$ cat src/esc_pkg.sv
// ---------------------------------------------------------------------------
// esc_pkg
// shared types and constants for the epoch seconds to calendar converter
// ---------------------------------------------------------------------------
`default_nettype none

package esc_pkg;

   // input and register widths
   localparam int EPOCH_W  = 32;
   localparam int OFFSET_W = 17;

   // zone offset register, reset to +8 hours
   localparam logic [OFFSET_W-1:0] OFFSET_RESET = 17'd28800;

   // apb map: one word-wide register, word index taken from paddr[2]
   localparam int   CSR_ADDR_W   = 3;
   localparam int   CSR_DATA_W   = 32;
   localparam logic ZONE_REG_IDX = 1'b0;

   // intermediate widths
   localparam int DAYS_W = 16;   // whole days since 1970, below 49712
   localparam int REM_W  = 17;   // seconds within the day, below 86400

   // result widths
   localparam int RSP_DATA_W = 48;

   // day split between the two halves of the pipe
   typedef struct packed {
      logic [DAYS_W-1:0] days;
      logic [REM_W-1:0]  rem;
      logic              clamped;
   } day_split_type;

   // final calendar fields
   typedef struct packed {
      logic [11:0] year;
      logic [3:0]  month;
      logic [4:0]  day;
      logic [4:0]  hour;
      logic [5:0]  minute;
      logic [5:0]  second;
      logic [2:0]  weekday;
      logic        clamped;
   } calendar_type;

endpackage

`default_nettype wire

$ cat src/esc_csr.sv
// ---------------------------------------------------------------------------
// esc_csr
// apb register file holding the signed time zone offset
// ---------------------------------------------------------------------------
`default_nettype none

module esc_csr (
   input  wire logic                             clock,
   input  wire logic                             reset,
   input  wire logic                             psel,
   input  wire logic                             penable,
   input  wire logic                             pwrite,
   input  wire logic [esc_pkg::CSR_ADDR_W-1:0]   paddr,
   input  wire logic [esc_pkg::CSR_DATA_W-1:0]   pwdata,
   output logic      [esc_pkg::CSR_DATA_W-1:0]   prdata,
   output logic                                  pready,
   output logic      [esc_pkg::OFFSET_W-1:0]     zone_offset
);

   logic [esc_pkg::OFFSET_W-1:0] offset_ff;
   logic [esc_pkg::OFFSET_W-1:0] offset_in;
   logic                         hit;

   // word decode
   assign hit = (paddr[2] == esc_pkg::ZONE_REG_IDX);

   // write on the access phase
   always_comb begin
      offset_in = offset_ff;
      if (psel && penable && pwrite && hit) begin
         offset_in = pwdata[esc_pkg::OFFSET_W-1:0];
      end
   end

   always_ff @(posedge clock) begin
      if (reset) begin
         offset_ff <= esc_pkg::OFFSET_RESET;
      end else begin
         offset_ff <= offset_in;
      end
   end

   // read back sign extended
   always_comb begin
      prdata = '0;
      if (hit) begin
         prdata = {{(esc_pkg::CSR_DATA_W-esc_pkg::OFFSET_W){offset_ff[esc_pkg::OFFSET_W-1]}},
                   offset_ff};
      end
   end

   assign pready      = 1'b1;
   assign zone_offset = offset_ff;

endmodule

`default_nettype wire

$ cat src/esc_days.sv
// ---------------------------------------------------------------------------
// esc_days
// three stage front end: zone offset and clamp, then split into days and
// seconds of day through a reciprocal multiply by 1/86400
// ---------------------------------------------------------------------------
`default_nettype none

module esc_days (
   input  wire logic                            clock,
   input  wire logic                            reset,
   input  wire logic [esc_pkg::OFFSET_W-1:0]    zone_offset,
   input  wire logic                            in_valid,
   output logic                                 in_ready,
   input  wire logic [esc_pkg::EPOCH_W-1:0]     epoch,
   output logic                                 out_valid,
   input  wire logic                            out_ready,
   output esc_pkg::day_split_type               out_data
);

   // 86400 = 128 * 675; ceil(2^36 / 675) is exact for quotients of 26-bit values
   localparam logic [26:0] RECIP_DAY = 27'd101806633;
   localparam logic [9:0]  DAY_DIV   = 10'd675;

   // stage enables, a stage moves when empty or when the next one moves
   logic en1, en2, en3;
   logic v1_ff, v2_ff, v3_ff;
   logic v1_in, v2_in, v3_in;

   assign en3      = !v3_ff || out_ready;
   assign en2      = !v2_ff || en3;
   assign en1      = !v1_ff || en2;
   assign in_ready = en1;

   assign v1_in = en1 ? in_valid : v1_ff;
   assign v2_in = en2 ? v1_ff    : v2_ff;
   assign v3_in = en3 ? v2_ff    : v3_ff;

   always_ff @(posedge clock) begin
      if (reset) begin
         v1_ff <= 1'b0;
         v2_ff <= 1'b0;
         v3_ff <= 1'b0;
      end else begin
         v1_ff <= v1_in;
         v2_ff <= v2_in;
         v3_ff <= v3_in;
      end
   end

   // stage 1: add the offset, clamp negative time to zero
   logic [33:0] sum;
   logic [32:0] t1_ff, t1_in;
   logic        clamped1_ff, clamped1_in;

   always_comb begin
      sum = {2'b00, epoch}
          + {{(34-esc_pkg::OFFSET_W){zone_offset[esc_pkg::OFFSET_W-1]}}, zone_offset};
      clamped1_in = sum[33];
      t1_in       = sum[33] ? 33'd0 : sum[32:0];
   end

   always_ff @(posedge clock) begin
      if (en1) begin
         t1_ff       <= t1_in;
         clamped1_ff <= clamped1_in;
      end
   end

   // stage 2: reciprocal product for the day count
   logic [25:0] x1;
   logic [52:0] pd2_in;
   logic [15:0] q2_ff;
   logic [25:0] x2_ff;
   logic [6:0]  lo2_ff;
   logic        clamped2_ff;

   assign x1     = t1_ff[32:7];
   assign pd2_in = {27'd0, x1} * {26'd0, RECIP_DAY};

   always_ff @(posedge clock) begin
      if (en2) begin
         q2_ff       <= pd2_in[51:36];
         x2_ff       <= x1;
         lo2_ff      <= t1_ff[6:0];
         clamped2_ff <= clamped1_ff;
      end
   end

   // stage 3: remainder gives the seconds within the day
   logic [25:0] back;
   logic [25:0] r3;
   esc_pkg::day_split_type s3_ff, s3_in;

   always_comb begin
      back           = {10'd0, q2_ff} * {16'd0, DAY_DIV};
      r3             = x2_ff - back;
      s3_in.days     = q2_ff;
      s3_in.rem      = {r3[9:0], lo2_ff};
      s3_in.clamped  = clamped2_ff;
   end

   always_ff @(posedge clock) begin
      if (en3) begin
         s3_ff <= s3_in;
      end
   end

   assign out_valid = v3_ff;
   assign out_data  = s3_ff;

endmodule

`default_nettype wire

$ cat src/esc_date.sv
// ---------------------------------------------------------------------------
// esc_date
// four stage back end: year, day of year, month and day from a table of
// cumulative month lengths, plus hour, minute, second and day of week
// ---------------------------------------------------------------------------
`default_nettype none

module esc_date (
   input  wire logic                    clock,
   input  wire logic                    reset,
   input  wire logic                    in_valid,
   output logic                         in_ready,
   input  wire esc_pkg::day_split_type  in_data,
   output logic                         out_valid,
   input  wire logic                    out_ready,
   output esc_pkg::calendar_type        out_data
);

   // exact reciprocals for the ranges seen here
   localparam logic [15:0] RECIP_YEAR = 16'd45965;   // ceil(2^24 / 365)
   localparam logic [12:0] RECIP_HOUR = 13'd4661;    // ceil(2^20 / 225)
   localparam logic [10:0] RECIP_MIN  = 11'd1093;    // ceil(2^14 / 15)
   localparam logic [16:0] RECIP_WEEK = 17'd74899;   // ceil(2^19 / 7)
   localparam logic [7:0]  CENTURY_IDX = 8'd130;     // year 2100, not a leap year
   localparam logic [11:0] BASE_YEAR  = 12'd1970;

   typedef logic [8:0] mtab_type [0:12];
   localparam mtab_type DAYS_BEFORE_COMMON =
      '{9'd0, 9'd31, 9'd59, 9'd90, 9'd120, 9'd151, 9'd181,
        9'd212, 9'd243, 9'd273, 9'd304, 9'd334, 9'd365};
   localparam mtab_type DAYS_BEFORE_LEAP =
      '{9'd0, 9'd31, 9'd60, 9'd91, 9'd121, 9'd152, 9'd182,
        9'd213, 9'd244, 9'd274, 9'd305, 9'd335, 9'd366};

   // leap test on a year index from 1970, valid through 2106
   function automatic logic is_leap_idx(input logic [7:0] idx);
      return (idx[1:0] == 2'd2) && (idx != CENTURY_IDX);
   endfunction

   // stage control
   logic en4, en5, en6, en7;
   logic v4_ff, v5_ff, v6_ff, v7_ff;

   assign en7      = !v7_ff || out_ready;
   assign en6      = !v6_ff || en7;
   assign en5      = !v5_ff || en6;
   assign en4      = !v4_ff || en5;
   assign in_ready = en4;

   always_ff @(posedge clock) begin
      if (reset) begin
         v4_ff <= 1'b0;
         v5_ff <= 1'b0;
         v6_ff <= 1'b0;
         v7_ff <= 1'b0;
      end else begin
         if (en4) v4_ff <= in_valid;
         if (en5) v5_ff <= v4_ff;
         if (en6) v6_ff <= v5_ff;
         if (en7) v7_ff <= v6_ff;
      end
   end

   // stage 4: reciprocal products for year, hour and week
   logic [31:0] py;
   logic [25:0] ph;
   logic [16:0] w;
   logic [33:0] pw;
   logic [7:0]  yidx4_ff;
   logic [4:0]  hour4_ff;
   logic [13:0] wq4_ff;
   logic [16:0] w4_ff;
   logic [15:0] days4_ff;
   logic [16:0] rem4_ff;
   logic        clamped4_ff;

   always_comb begin
      w  = {1'b0, in_data.days} + 17'd4;
      py = {16'd0, in_data.days} * {16'd0, RECIP_YEAR};
      ph = {13'd0, in_data.rem[16:4]} * {13'd0, RECIP_HOUR};
      pw = {17'd0, w} * {17'd0, RECIP_WEEK};
   end

   always_ff @(posedge clock) begin
      if (en4) begin
         yidx4_ff    <= py[31:24];
         hour4_ff    <= ph[24:20];
         wq4_ff      <= pw[32:19];
         w4_ff       <= w;
         days4_ff    <= in_data.days;
         rem4_ff     <= in_data.rem;
         clamped4_ff <= in_data.clamped;
      end
   end

   // stage 5: start day of the estimated year, seconds left in the hour, weekday
   logic [7:0]  yp1;
   logic [16:0] start_full;
   logic [16:0] r2_full;
   logic [16:0] wd_full;
   logic [7:0]  yidx5_ff;
   logic [15:0] start5_ff;
   logic [15:0] days5_ff;
   logic [11:0] r2_5_ff;
   logic [4:0]  hour5_ff;
   logic [2:0]  wday5_ff;
   logic        clamped5_ff;

   always_comb begin
      yp1        = yidx4_ff + 8'd1;
      start_full = {9'd0, yidx4_ff} * 17'd365 + {11'd0, yp1[7:2]}
                 - {16'd0, (yidx4_ff > CENTURY_IDX)};
      r2_full    = rem4_ff - {12'd0, hour4_ff} * 17'd3600;
      wd_full    = w4_ff - {3'd0, wq4_ff} * 17'd7;
   end

   always_ff @(posedge clock) begin
      if (en5) begin
         yidx5_ff    <= yidx4_ff;
         start5_ff   <= start_full[15:0];
         days5_ff    <= days4_ff;
         r2_5_ff     <= r2_full[11:0];
         hour5_ff    <= hour4_ff;
         wday5_ff    <= wd_full[2:0];
         clamped5_ff <= clamped4_ff;
      end
   end

   // stage 6: step the year back by one when the estimate overshoots
   logic        over;
   logic [7:0]  yprev;
   logic [15:0] start_prev;
   logic [7:0]  yidx_sel;
   logic [15:0] start_sel;
   logic [15:0] dy_full;
   logic [20:0] pm;
   logic [7:0]  yidx6_ff;
   logic [8:0]  dy6_ff;
   logic        leap6_ff;
   logic [5:0]  minute6_ff;
   logic [11:0] r2_6_ff;
   logic [4:0]  hour6_ff;
   logic [2:0]  wday6_ff;
   logic        clamped6_ff;

   always_comb begin
      over       = days5_ff < start5_ff;
      yprev      = yidx5_ff - 8'd1;
      start_prev = start5_ff - 16'd365 - {15'd0, is_leap_idx(yprev)};
      yidx_sel   = over ? yprev : yidx5_ff;
      start_sel  = over ? start_prev : start5_ff;
      dy_full    = days5_ff - start_sel;
      pm         = {11'd0, r2_5_ff[11:2]} * {10'd0, RECIP_MIN};
   end

   always_ff @(posedge clock) begin
      if (en6) begin
         yidx6_ff    <= yidx_sel;
         dy6_ff      <= dy_full[8:0];
         leap6_ff    <= is_leap_idx(yidx_sel);
         minute6_ff  <= pm[19:14];
         r2_6_ff     <= r2_5_ff;
         hour6_ff    <= hour5_ff;
         wday6_ff    <= wday5_ff;
         clamped6_ff <= clamped5_ff;
      end
   end

   // stage 7: month search over the cumulative table, result register
   mtab_type              tab;
   logic [3:0]            month;
   logic [8:0]            base;
   logic [8:0]            day_full;
   logic [11:0]           sec_full;
   esc_pkg::calendar_type cal_in, cal_ff;

   always_comb begin
      for (int i = 0; i <= 12; i++) begin
         tab[i] = leap6_ff ? DAYS_BEFORE_LEAP[i] : DAYS_BEFORE_COMMON[i];
      end
      month = 4'd1;
      base  = tab[0];
      // scan downward so the first month whose end lies past the day wins
      for (int m = 12; m >= 1; m--) begin
         if (tab[m] > dy6_ff) begin
            month = 4'(m);
            base  = tab[m-1];
         end
      end
      day_full = dy6_ff - base + 9'd1;
      sec_full = r2_6_ff - {6'd0, minute6_ff} * 12'd60;

      cal_in.year    = BASE_YEAR + {4'd0, yidx6_ff};
      cal_in.month   = month;
      cal_in.day     = day_full[4:0];
      cal_in.hour    = hour6_ff;
      cal_in.minute  = minute6_ff;
      cal_in.second  = sec_full[5:0];
      cal_in.weekday = wday6_ff;
      cal_in.clamped = clamped6_ff;
   end

   always_ff @(posedge clock) begin
      if (en7) begin
         cal_ff <= cal_in;
      end
   end

   assign out_valid = v7_ff;
   assign out_data  = cal_ff;

endmodule

`default_nettype wire

$ cat src/epoch_seconds_to_calendar.sv
// ---------------------------------------------------------------------------
// epoch_seconds_to_calendar
// converts unix epoch seconds plus a zone offset to gregorian date and time
// ---------------------------------------------------------------------------
//
//   channel  direction  width     contents
//   req      in         32        epoch seconds
//   rsp      out        48 + 1    year .. weekday in tdata, clamp flag in tuser
//   csr      apb        3 / 32    zone offset at byte address 0
//
// a timestamp can enter each cycle unless rsp stalls; its result passes one
// pipeline register per stage (three in the day split, four in the date split).
// with rsp ready, the seven stage pipe sustains one transaction per cycle.
// reset clears the stage valid bits and loads the offset with +8 hours.
// a stalled rsp holds only the stages that are full; empty stages still fill.
`default_nettype none

module epoch_seconds_to_calendar (
   input  wire logic                             clock,
   input  wire logic                             reset,
   // input stream
   input  wire logic                             req_tvalid,
   output logic                                  req_tready,
   input  wire logic [esc_pkg::EPOCH_W-1:0]      req_tdata,   // [31:0] epoch_seconds
   // result stream
   output logic                                  rsp_tvalid,
   input  wire logic                             rsp_tready,
   // [11:0] year, [15:12] month, [20:16] day, [25:21] hour, [31:26] minute,
   // [37:32] second, [40:38] weekday, [47:41] zero
   output logic      [esc_pkg::RSP_DATA_W-1:0]   rsp_tdata,
   output logic                                  rsp_tuser,   // [0] clamped
   // configuration
   input  wire logic                             csr_psel,
   input  wire logic                             csr_penable,
   input  wire logic                             csr_pwrite,
   input  wire logic [esc_pkg::CSR_ADDR_W-1:0]   csr_paddr,
   input  wire logic [esc_pkg::CSR_DATA_W-1:0]   csr_pwdata,
   output logic      [esc_pkg::CSR_DATA_W-1:0]   csr_prdata,
   output logic                                  csr_pready
);

   logic [esc_pkg::OFFSET_W-1:0] zone_offset;
   logic                         mid_valid;
   logic                         mid_ready;
   esc_pkg::day_split_type       mid_data;
   esc_pkg::calendar_type        cal;

   // register file
   esc_csr u_csr (
      .clock       (clock),
      .reset       (reset),
      .psel        (csr_psel),
      .penable     (csr_penable),
      .pwrite      (csr_pwrite),
      .paddr       (csr_paddr),
      .pwdata      (csr_pwdata),
      .prdata      (csr_prdata),
      .pready      (csr_pready),
      .zone_offset (zone_offset)
   );

   // offset, clamp and day split
   esc_days u_days (
      .clock       (clock),
      .reset       (reset),
      .zone_offset (zone_offset),
      .in_valid    (req_tvalid),
      .in_ready    (req_tready),
      .epoch       (req_tdata),
      .out_valid   (mid_valid),
      .out_ready   (mid_ready),
      .out_data    (mid_data)
   );

   // calendar fields
   esc_date u_date (
      .clock     (clock),
      .reset     (reset),
      .in_valid  (mid_valid),
      .in_ready  (mid_ready),
      .in_data   (mid_data),
      .out_valid (rsp_tvalid),
      .out_ready (rsp_tready),
      .out_data  (cal)
   );

   // pack the result
   assign rsp_tdata = {7'd0, cal.weekday, cal.second, cal.minute, cal.hour,
                       cal.day, cal.month, cal.year};
   assign rsp_tuser = cal.clamped;

   // a clamped result is always the epoch start, a thursday
   a_clamp_epoch: assert property (@(posedge clock) disable iff (reset)
      rsp_tvalid && rsp_tuser |->
         cal.year == 12'd1970 && cal.month == 4'd1 && cal.day == 5'd1 &&
         cal.hour == 5'd0 && cal.minute == 6'd0 && cal.second == 6'd0 &&
         cal.weekday == 3'd4)
      else $error("clamped result is not 1970-01-01 00:00:00");

   // month and day stay in their calendar range
   a_date_range: assert property (@(posedge clock) disable iff (reset)
      rsp_tvalid |-> cal.month >= 4'd1 && cal.month <= 4'd12 &&
                     cal.day >= 5'd1 && cal.day <= 5'd31)
      else $error("month or day out of range");

   // time of day and weekday come out fully reduced
   a_time_range: assert property (@(posedge clock) disable iff (reset)
      rsp_tvalid |-> cal.hour <= 5'd23 && cal.minute <= 6'd59 &&
                     cal.second <= 6'd59 && cal.weekday <= 3'd6)
      else $error("time field or weekday out of range");

   // input backpressure only comes from a full pipe behind a stalled output
   a_ready_cause: assert property (@(posedge clock) disable iff (reset)
      !req_tready |-> rsp_tvalid && !rsp_tready)
      else $error("input stalled without output backpressure");

endmodule

`default_nettype wire
$ cat config.mk
export PLATFORM = sky130hd
export DESIGN_NAME = epoch_seconds_to_calendar
export DESIGN_NICKNAME = d
export VERILOG_FILES = /design/src/esc_pkg.sv /design/src/esc_csr.sv /design/src/esc_days.sv /design/src/esc_date.sv /design/src/epoch_seconds_to_calendar.sv
export SDC_FILE = /design/constraint.sdc
export NUM_CORES = 2
export LEC_CHECK = 0
export CORE_MARGIN = 10
export CORE_UTILIZATION = 60
export CTS_CLUSTER_DIAMETER = 80
export DETAILED_ROUTE_END_ITERATION = 6
export DONT_BUFFER_PORTS = 1
export PLACE_DENSITY = 0.89
export SYNTH_ARGS = -nofsm -noshare
export SYNTH_HDL_FRONTEND = slang
export SYNTH_SLANG_ARGS = --single-unit
export TNS_END_PERCENT = 50
$ cat constraint.sdc
create_clock -name clock -period 6.1 [get_ports clock]
set_input_delay 0.61 -clock clock [delete_from_list [all_inputs] [get_ports clock]]
set_output_delay 0.61 -clock clock [all_outputs]
set_load 0.05 [all_outputs]
# Word-level counts from Yosys, hierarchy flattened
# Index checks and enable logic that the tools add are counted.
[word_totals] regBits=327 latch_bits=0 mem_bits_rw=0 mem_bits_ro=0 in_bits=74 out_inout_bits=84 wordCells=152 memories=0
[classes] add_sub_neg=16 mul=10 div=0 order_cmp=14 n_eq_ne=4 shifts=0 n_mux=37 n_bitwise=1 reduce_logical=21
[op_table] op="5-bit 2-to-1 mux" n=11
[op_table] op="26-bit by 27-bit multiplier with 52-bit output, second input constant" n=1
[op_table] op="8-bit by 9-bit greater-than comparator with 1-bit output" n=4
[op_table] op="9-bit greater-than comparator" n=4
[op_table] op="33-bit by 17-bit adder with 34-bit output" n=1
[op_table] op="17-bit by 17-bit multiplier with 33-bit output, second input constant" n=1
[op_table] op="16-bit by 16-bit multiplier with 32-bit output, second input constant" n=1
[op_table] op="32-bit 2-to-1 mux" n=1
[op_table] op="4-bit 2-to-1 mux" n=7
[op_table] op="13-bit by 13-bit multiplier with 25-bit output, second input constant" n=1
[op_table] op="10-bit by 11-bit multiplier with 20-bit output, second input constant" n=1
[op_table] op="7-bit by 9-bit greater-than comparator with 1-bit output" n=2
[op_table] op="3-bit 2-to-1 mux" n=6
[op_table] op="16-bit by 3-bit adder with 17-bit output, second input constant" n=1
[op_table] op="16-bit by 6-bit adder with 16-bit output" n=1
[op_table] op="16-bit less-than comparator" n=1
[op_table] op="16-bit by 10-bit multiplier with 10-bit output, second input constant" n=1
[op_table] op="8-bit by 9-bit multiplier with 16-bit output, second input constant" n=1
[op_table] op="8-bit inequality test, second input constant" n=2
[op_table] op="16-bit by 1-bit subtractor with 16-bit output" n=1
[op_table] op="14-bit by 3-bit multiplier with 3-bit output, second input constant" n=1
[op_table] op="11-bit by 8-bit adder with 12-bit output, first input constant" n=1
[op_table] op="12-bit subtractor" n=1
[op_table] op="2-bit 2-to-1 mux" n=5
[op_table] op="25 further kinds" n=46

# Logic depth before layout (Yosys ltp)
[depth] word_depth=16 ltp_mapped=25 mapped_depth_nobuf=25

# Modules after synthesis
# A second synthesis with hierarchy kept.
[unflattened] hier_cells=3495 area_unflattened_um2=38031.5
[by_module_without_submodules] module="esc_date" n_inst=1 cells_each=1906 area_each_um2=21307.9 seq_area_each_um2=5725.5
[by_module_without_submodules] module="esc_days" n_inst=1 cells_each=1472 area_each_um2=15660.0 seq_area_each_um2=3123.0
[by_module_without_submodules] module="esc_csr" n_inst=1 cells_each=109 area_each_um2=1007.2 seq_area_each_um2=340.3
[by_module_without_submodules] module="epoch_seconds_to_calendar" n_inst=1 cells_each=8 area_each_um2=56.3 seq_area_each_um2=0.0

# Least setup slack after synthesis
# OpenSTA, ideal clock, no wires.
[synth_timing] path_kind="flip-flop to flip-flop" startpoint="reg u_days.t1_ff[18]" endpoint="reg u_days.q2_ff[14] (data pin)" setup_ns=0.262 arrival_ns=5.935 required_time_ns=5.838 slack_ns=-0.097 stages_incl_launch_ff=22 path_buffers=0 period_less_slack_ns=6.197 cell_sequence="edfxtp_1 -> fa_1 -> ha_1 -> inv_1 -> fa_1 -> fa_1 -> inv_1 -> fa_1 -> fa_1 -> inv_1 -> fa_1 -> inv_1 -> ha_1 -> a211oi_1 -> o21ai_0 -> a22oi_1 -> a31oi_1 -> nor4_1 -> nand3_1 -> a21oi_1 -> o21bai_1 -> xor2_1"
[synth_via] elab_chain_cells=1
[synth_lines] element="start, declared" line="esc_days.sv:52" source="logic [32:0] t1_ff, t1_in;"
[synth_lines] element="start signal, assigned" line="esc_days.sv:64" source="t1_ff <= t1_in;"
[synth_lines] element="26-bit by 27-bit multiplier with 52-bit output" line="esc_days.sv:78" source="assign pd2_in = {27'd0, x1} * {26'd0, RECIP_DAY};"
[synth_lines] element="via u_days.pd2_in[50]" line="esc_days.sv:71" source="logic [52:0] pd2_in;"
[synth_lines] element="end signal, assigned" line="esc_days.sv:82" source="q2_ff <= pd2_in[51:36];"
[synth_lines] element="end, declared" line="esc_days.sv:72" source="logic [15:0] q2_ff;"
# The timed path passes the listed nets, and every way through them passes these cells.
# A chain may end at the register's enable or synchronous reset.

# Worst setup path after layout
[layout_timing] startpoint="reg u_days.t1_ff[19]" endpoint="reg u_days.q2_ff[10] (data pin)"
# Same word-level chain as after synthesis.

==> metrics.md <==
| Metric | Value |
|---|---|
| Clock Path Buffers | `3` |
| Setup ws final | `-0.251 ns` |
| Main synth FF type | `edfxtp_1` |
| Final GP Congestion | `1.01` |
| Worst-path clk slew | `0.06 ns` |
| Max Freq | `0.157 GHz` |
| Min Clock Period, post-route | `6.35 ns` |
| Final Hold Fails | `0` |
| Die Ht | `270 um` |
| WL/cell | `20.1 um` |
| Die footprint | `73,200 um2` |
| Clk root buf | `clkbuf_16` |
| Post-synth top cells | `831 x ha_1, 816 x inv_1, 412 x fa_1, 290 x edfxtp_1, 137 x a21oi_1` |
| Cell count after synthesis | `3,442` |
| Crit-path max FO | `3` |
| Required time worst endpoint | `6.43 ns` |
| CP arrival | `6.68 ns` |
| Setup violators final | `17` |
| Skew final | `0.0195 ns` |
| Initial antenna violation count | `1` |
| Final TNS setup | `-2.25 ns` |
| Cts hold-fix bufs | `0` |
| Failing checks | `setup timing` |
| Port Buf Inserts | `0` |
| Number of DRC markers in iteration 0 | `1,916` |
| Status | `finished, violations left` |
| Setup crit end kind | `flop` |
| Area of the multi-input gates | `25,800 um2` |
| Fillcell total | `4,058` |
| Mean Syn Cell Area | `10.9 um2` |
| Largest net degree at the start of global routing | `62` |
| Rel. slew slack | `24.9%` |
| Top Ports | `158` |
| Sink Count | `314` |
| FF+latch count, synth | `314` |
| Total grt overflow | `0` |
| Total number of vias | `26,058` |
| Synthesized cell area | `37,600 um2` |
| CTS tree | `yes` |
| Row count | `91` |
| Area growth syn-to-layout | `11.1%` |
| Yosys cell types | `75` |
| Core Box Area | `61,900 um2` |
| Final period util | `104%` |
| Yosys top cell by area | `ha_1` |
| # DRC | `0` |
| Post-synth EDFFs | `290` |
| First-pass GRT wire length | `142 mm` |
| Register area share after synthesis | `24.4%` |
| DRT Wirelength | `90.5 mm` |
| Critical path type | `reg -> reg` |
| Total iterations of the first detailed-routing run | `7` |
| Number of global-route vias before repair | `28,349` |
| Nets@finish | `4,954` |
| FF/Latch Area | `9190 um2` |
| Die Wd | `270 um` |
| Synth area leaders | `ha_1 28%, edfxtp_1 23%, fa_1 22%` |
| Ys async rst share | `0%` |
| Worst-Skew Late Latency | `0.59 ns` |
| H-tree depth | `2` |
| RSZ-0062 raised after global routing | `true` |
| Post-route ant nets | `0` |
| Worst slew pin tran | `1.12 ns` |
| Layout cells sized above 1 | `10.0%` |
| Min-delay worst type | `in -> reg` |
| Max-cap viol count | `0` |
| Count leader, synth | `ha_1` |
| YS warnings | `0` |
| Vias per inst | `5.79` |
| Num CTS Buffers | `36` |
| Critical Path Start Type | `flop` |
| Total GRT Usage | `23.8%` |
| Top cell type's share of synthesized area | `27.6%` |
| HPWL Detailed | `67.3 mm` |
| Starting density of the core | `60.8%` |
| Final Slew Violations | `0` |
[registers in the layout, indices dropped and copies added, names as in the netlist, 6 cells and up]
signal	cells
u_days.out_data	34
u_date.r2_5_ff	12
u_csr.zone_offset	17
u_date.rem4_ff	12
u_days.t1_ff	33
u_date.r2_6_ff	6
u_date.minute6_ff	6
u_date.yidx4_ff	8
u_date.days5_ff	16
u_date.out_data	42
u_date.yidx6_ff	8
u_days.x2_ff	10
u_days.q2_ff	16
u_date.start5_ff	16
u_date.yidx5_ff	8
u_date.days4_ff	16
u_date.dy6_ff	9
u_days.lo2_ff	7
[repair_timing]
action,4_1_cts,5_1_grt
resized for setup,73,59
buffers inserted,17,32
endpoints found under the setup margin,17,21
pin swaps,70,56
[logic make-up (layout without fill, tap and decap cells)]
family | after synthesis | in the layout | synth area share [%]
AND/OR/NAND/NOR | 403 | 403 | 5.29
XOR/XNOR | 184 | 184 | 4.30
AO/OA/AOI/OAI | 431 | 431 | 7.48
buffers and inverters | 861 | 1078 | 8.85
adder cells (fa/ha/maj) | 1243 | 1243 | 49.5
multiplexers | 4 | 4 | 0.110
other | 2 | 10 | 0.0200
flip-flops | 314 | 314 | 24.4
[cell type report]
type / count / share of cell area, %
multi-input cells: 2273 / 61.7
flip-flops and latches: 314 / 22.0
inverters: 816 / 7.32
repair buffers: 196 / 3.74
well taps: 837 / 2.50
clock buffers: 42 / 2.21
clock inverters: 24 / 0.565
diodes: 2 / 0.0120
[critical path, stage by stage, from the launching register on]
cell      delay [ns]
edfxtp_1        0.47
buf_6           0.17
fa_2            0.41
ha_4            0.28
inv_2           0.03
fa_1            0.48
fa_1            0.51
inv_2           0.04
fa_1            0.44
fa_1            0.54
inv_2           0.04
fa_1            0.54
inv_2           0.05
ha_4            0.26
buf_4           0.12
nand4_1         0.19
nor4_4          0.27
nand2_2         0.11
a311oi_4        0.34
nor4_4          0.10
buf_4           0.16
a21oi_4         0.17
a21oi_2         0.08
o21bai_1        0.19
xor2_1          0.09
[per-layer routing]
metal	global-route usage [%]	vias to the layer above	part of all wire (%)
li1	-	11764	-
met1	27.1	12781	37
met2	42.0	1108	50
met3	4.30	405	6.0
met4	13.0	0	6.1
met5	0	-	0
[worst paths after layout]
kind / from / endpoint / slack, ns / depth (start not counted)
setup / recovery: u_days.t1_ff[19]$_SDFFCE_PP0P_ / u_days.q2_ff[10]$_DFFE_PP_ / -0.25 / 24
setup reg to reg: u_days.t1_ff[19]$_SDFFCE_PP0P_ / u_days.q2_ff[10]$_DFFE_PP_ / -0.25 / 24
hold / removal: reset / u_csr.zone_offset[15]$_SDFFE_PP0P_ / 0.09 / 1
hold reg to reg: u_days.lo2_ff[2]$_DFFE_PP_ / u_days.out_data[3]$_DFFE_PP_ / 0.41 / 0
[placed cells by master (no fill, tap or decap), types with 8 or more instances in the layout]
cell	Yosys	routed
inv_1	816	799
o21ai_0	74	65
nand3_1	38	36
xnor2_1	127	127
buf_4	23	174
nand2b_1	17	17
nor2b_1	32	31
ha_4	0	31
nor2_1	94	93
buf_6	1	20
a211oi_1	20	18
ha_1	831	795
inv_2	0	16
a21o_1	66	66
clkbuf_16	0	36
and3_1	15	15
a21oi_2	1	10
edfxtp_1	290	290
a41oi_1	10	10
dfxtp_1	24	24
o21a_1	16	16
nor3_1	16	16
a31oi_1	10	8
nor4_1	11	8
xor2_1	56	55
o21ai_1	4	10
nand2_1	114	110
o21bai_1	23	23
fa_1	412	406
nand4_1	20	20
a21oi_1	137	126
conb_1	2	8
[per-stage QoR]
step	utilization [%]	worst slack (ns)	std cells	hold slack, ns	instance area, um2
after floorplan	-	-0.0731	3448	0.400	37700
after global placement	63.9	-0.258	4388	0.400	39600
after detailed placement	63.9	-0.433	4388	0.405	39600
after CTS	66.7	-0.0483	4470	0.0670	41300
after global routing	67.5	-0.424	4504	0.0721	41800
final	67.5	-0.251	4504	0.0895	41800
Power is left out: the tool's default activity adds up to more than one toggle a clock period on the data nets, which glitch-free logic cannot reach.
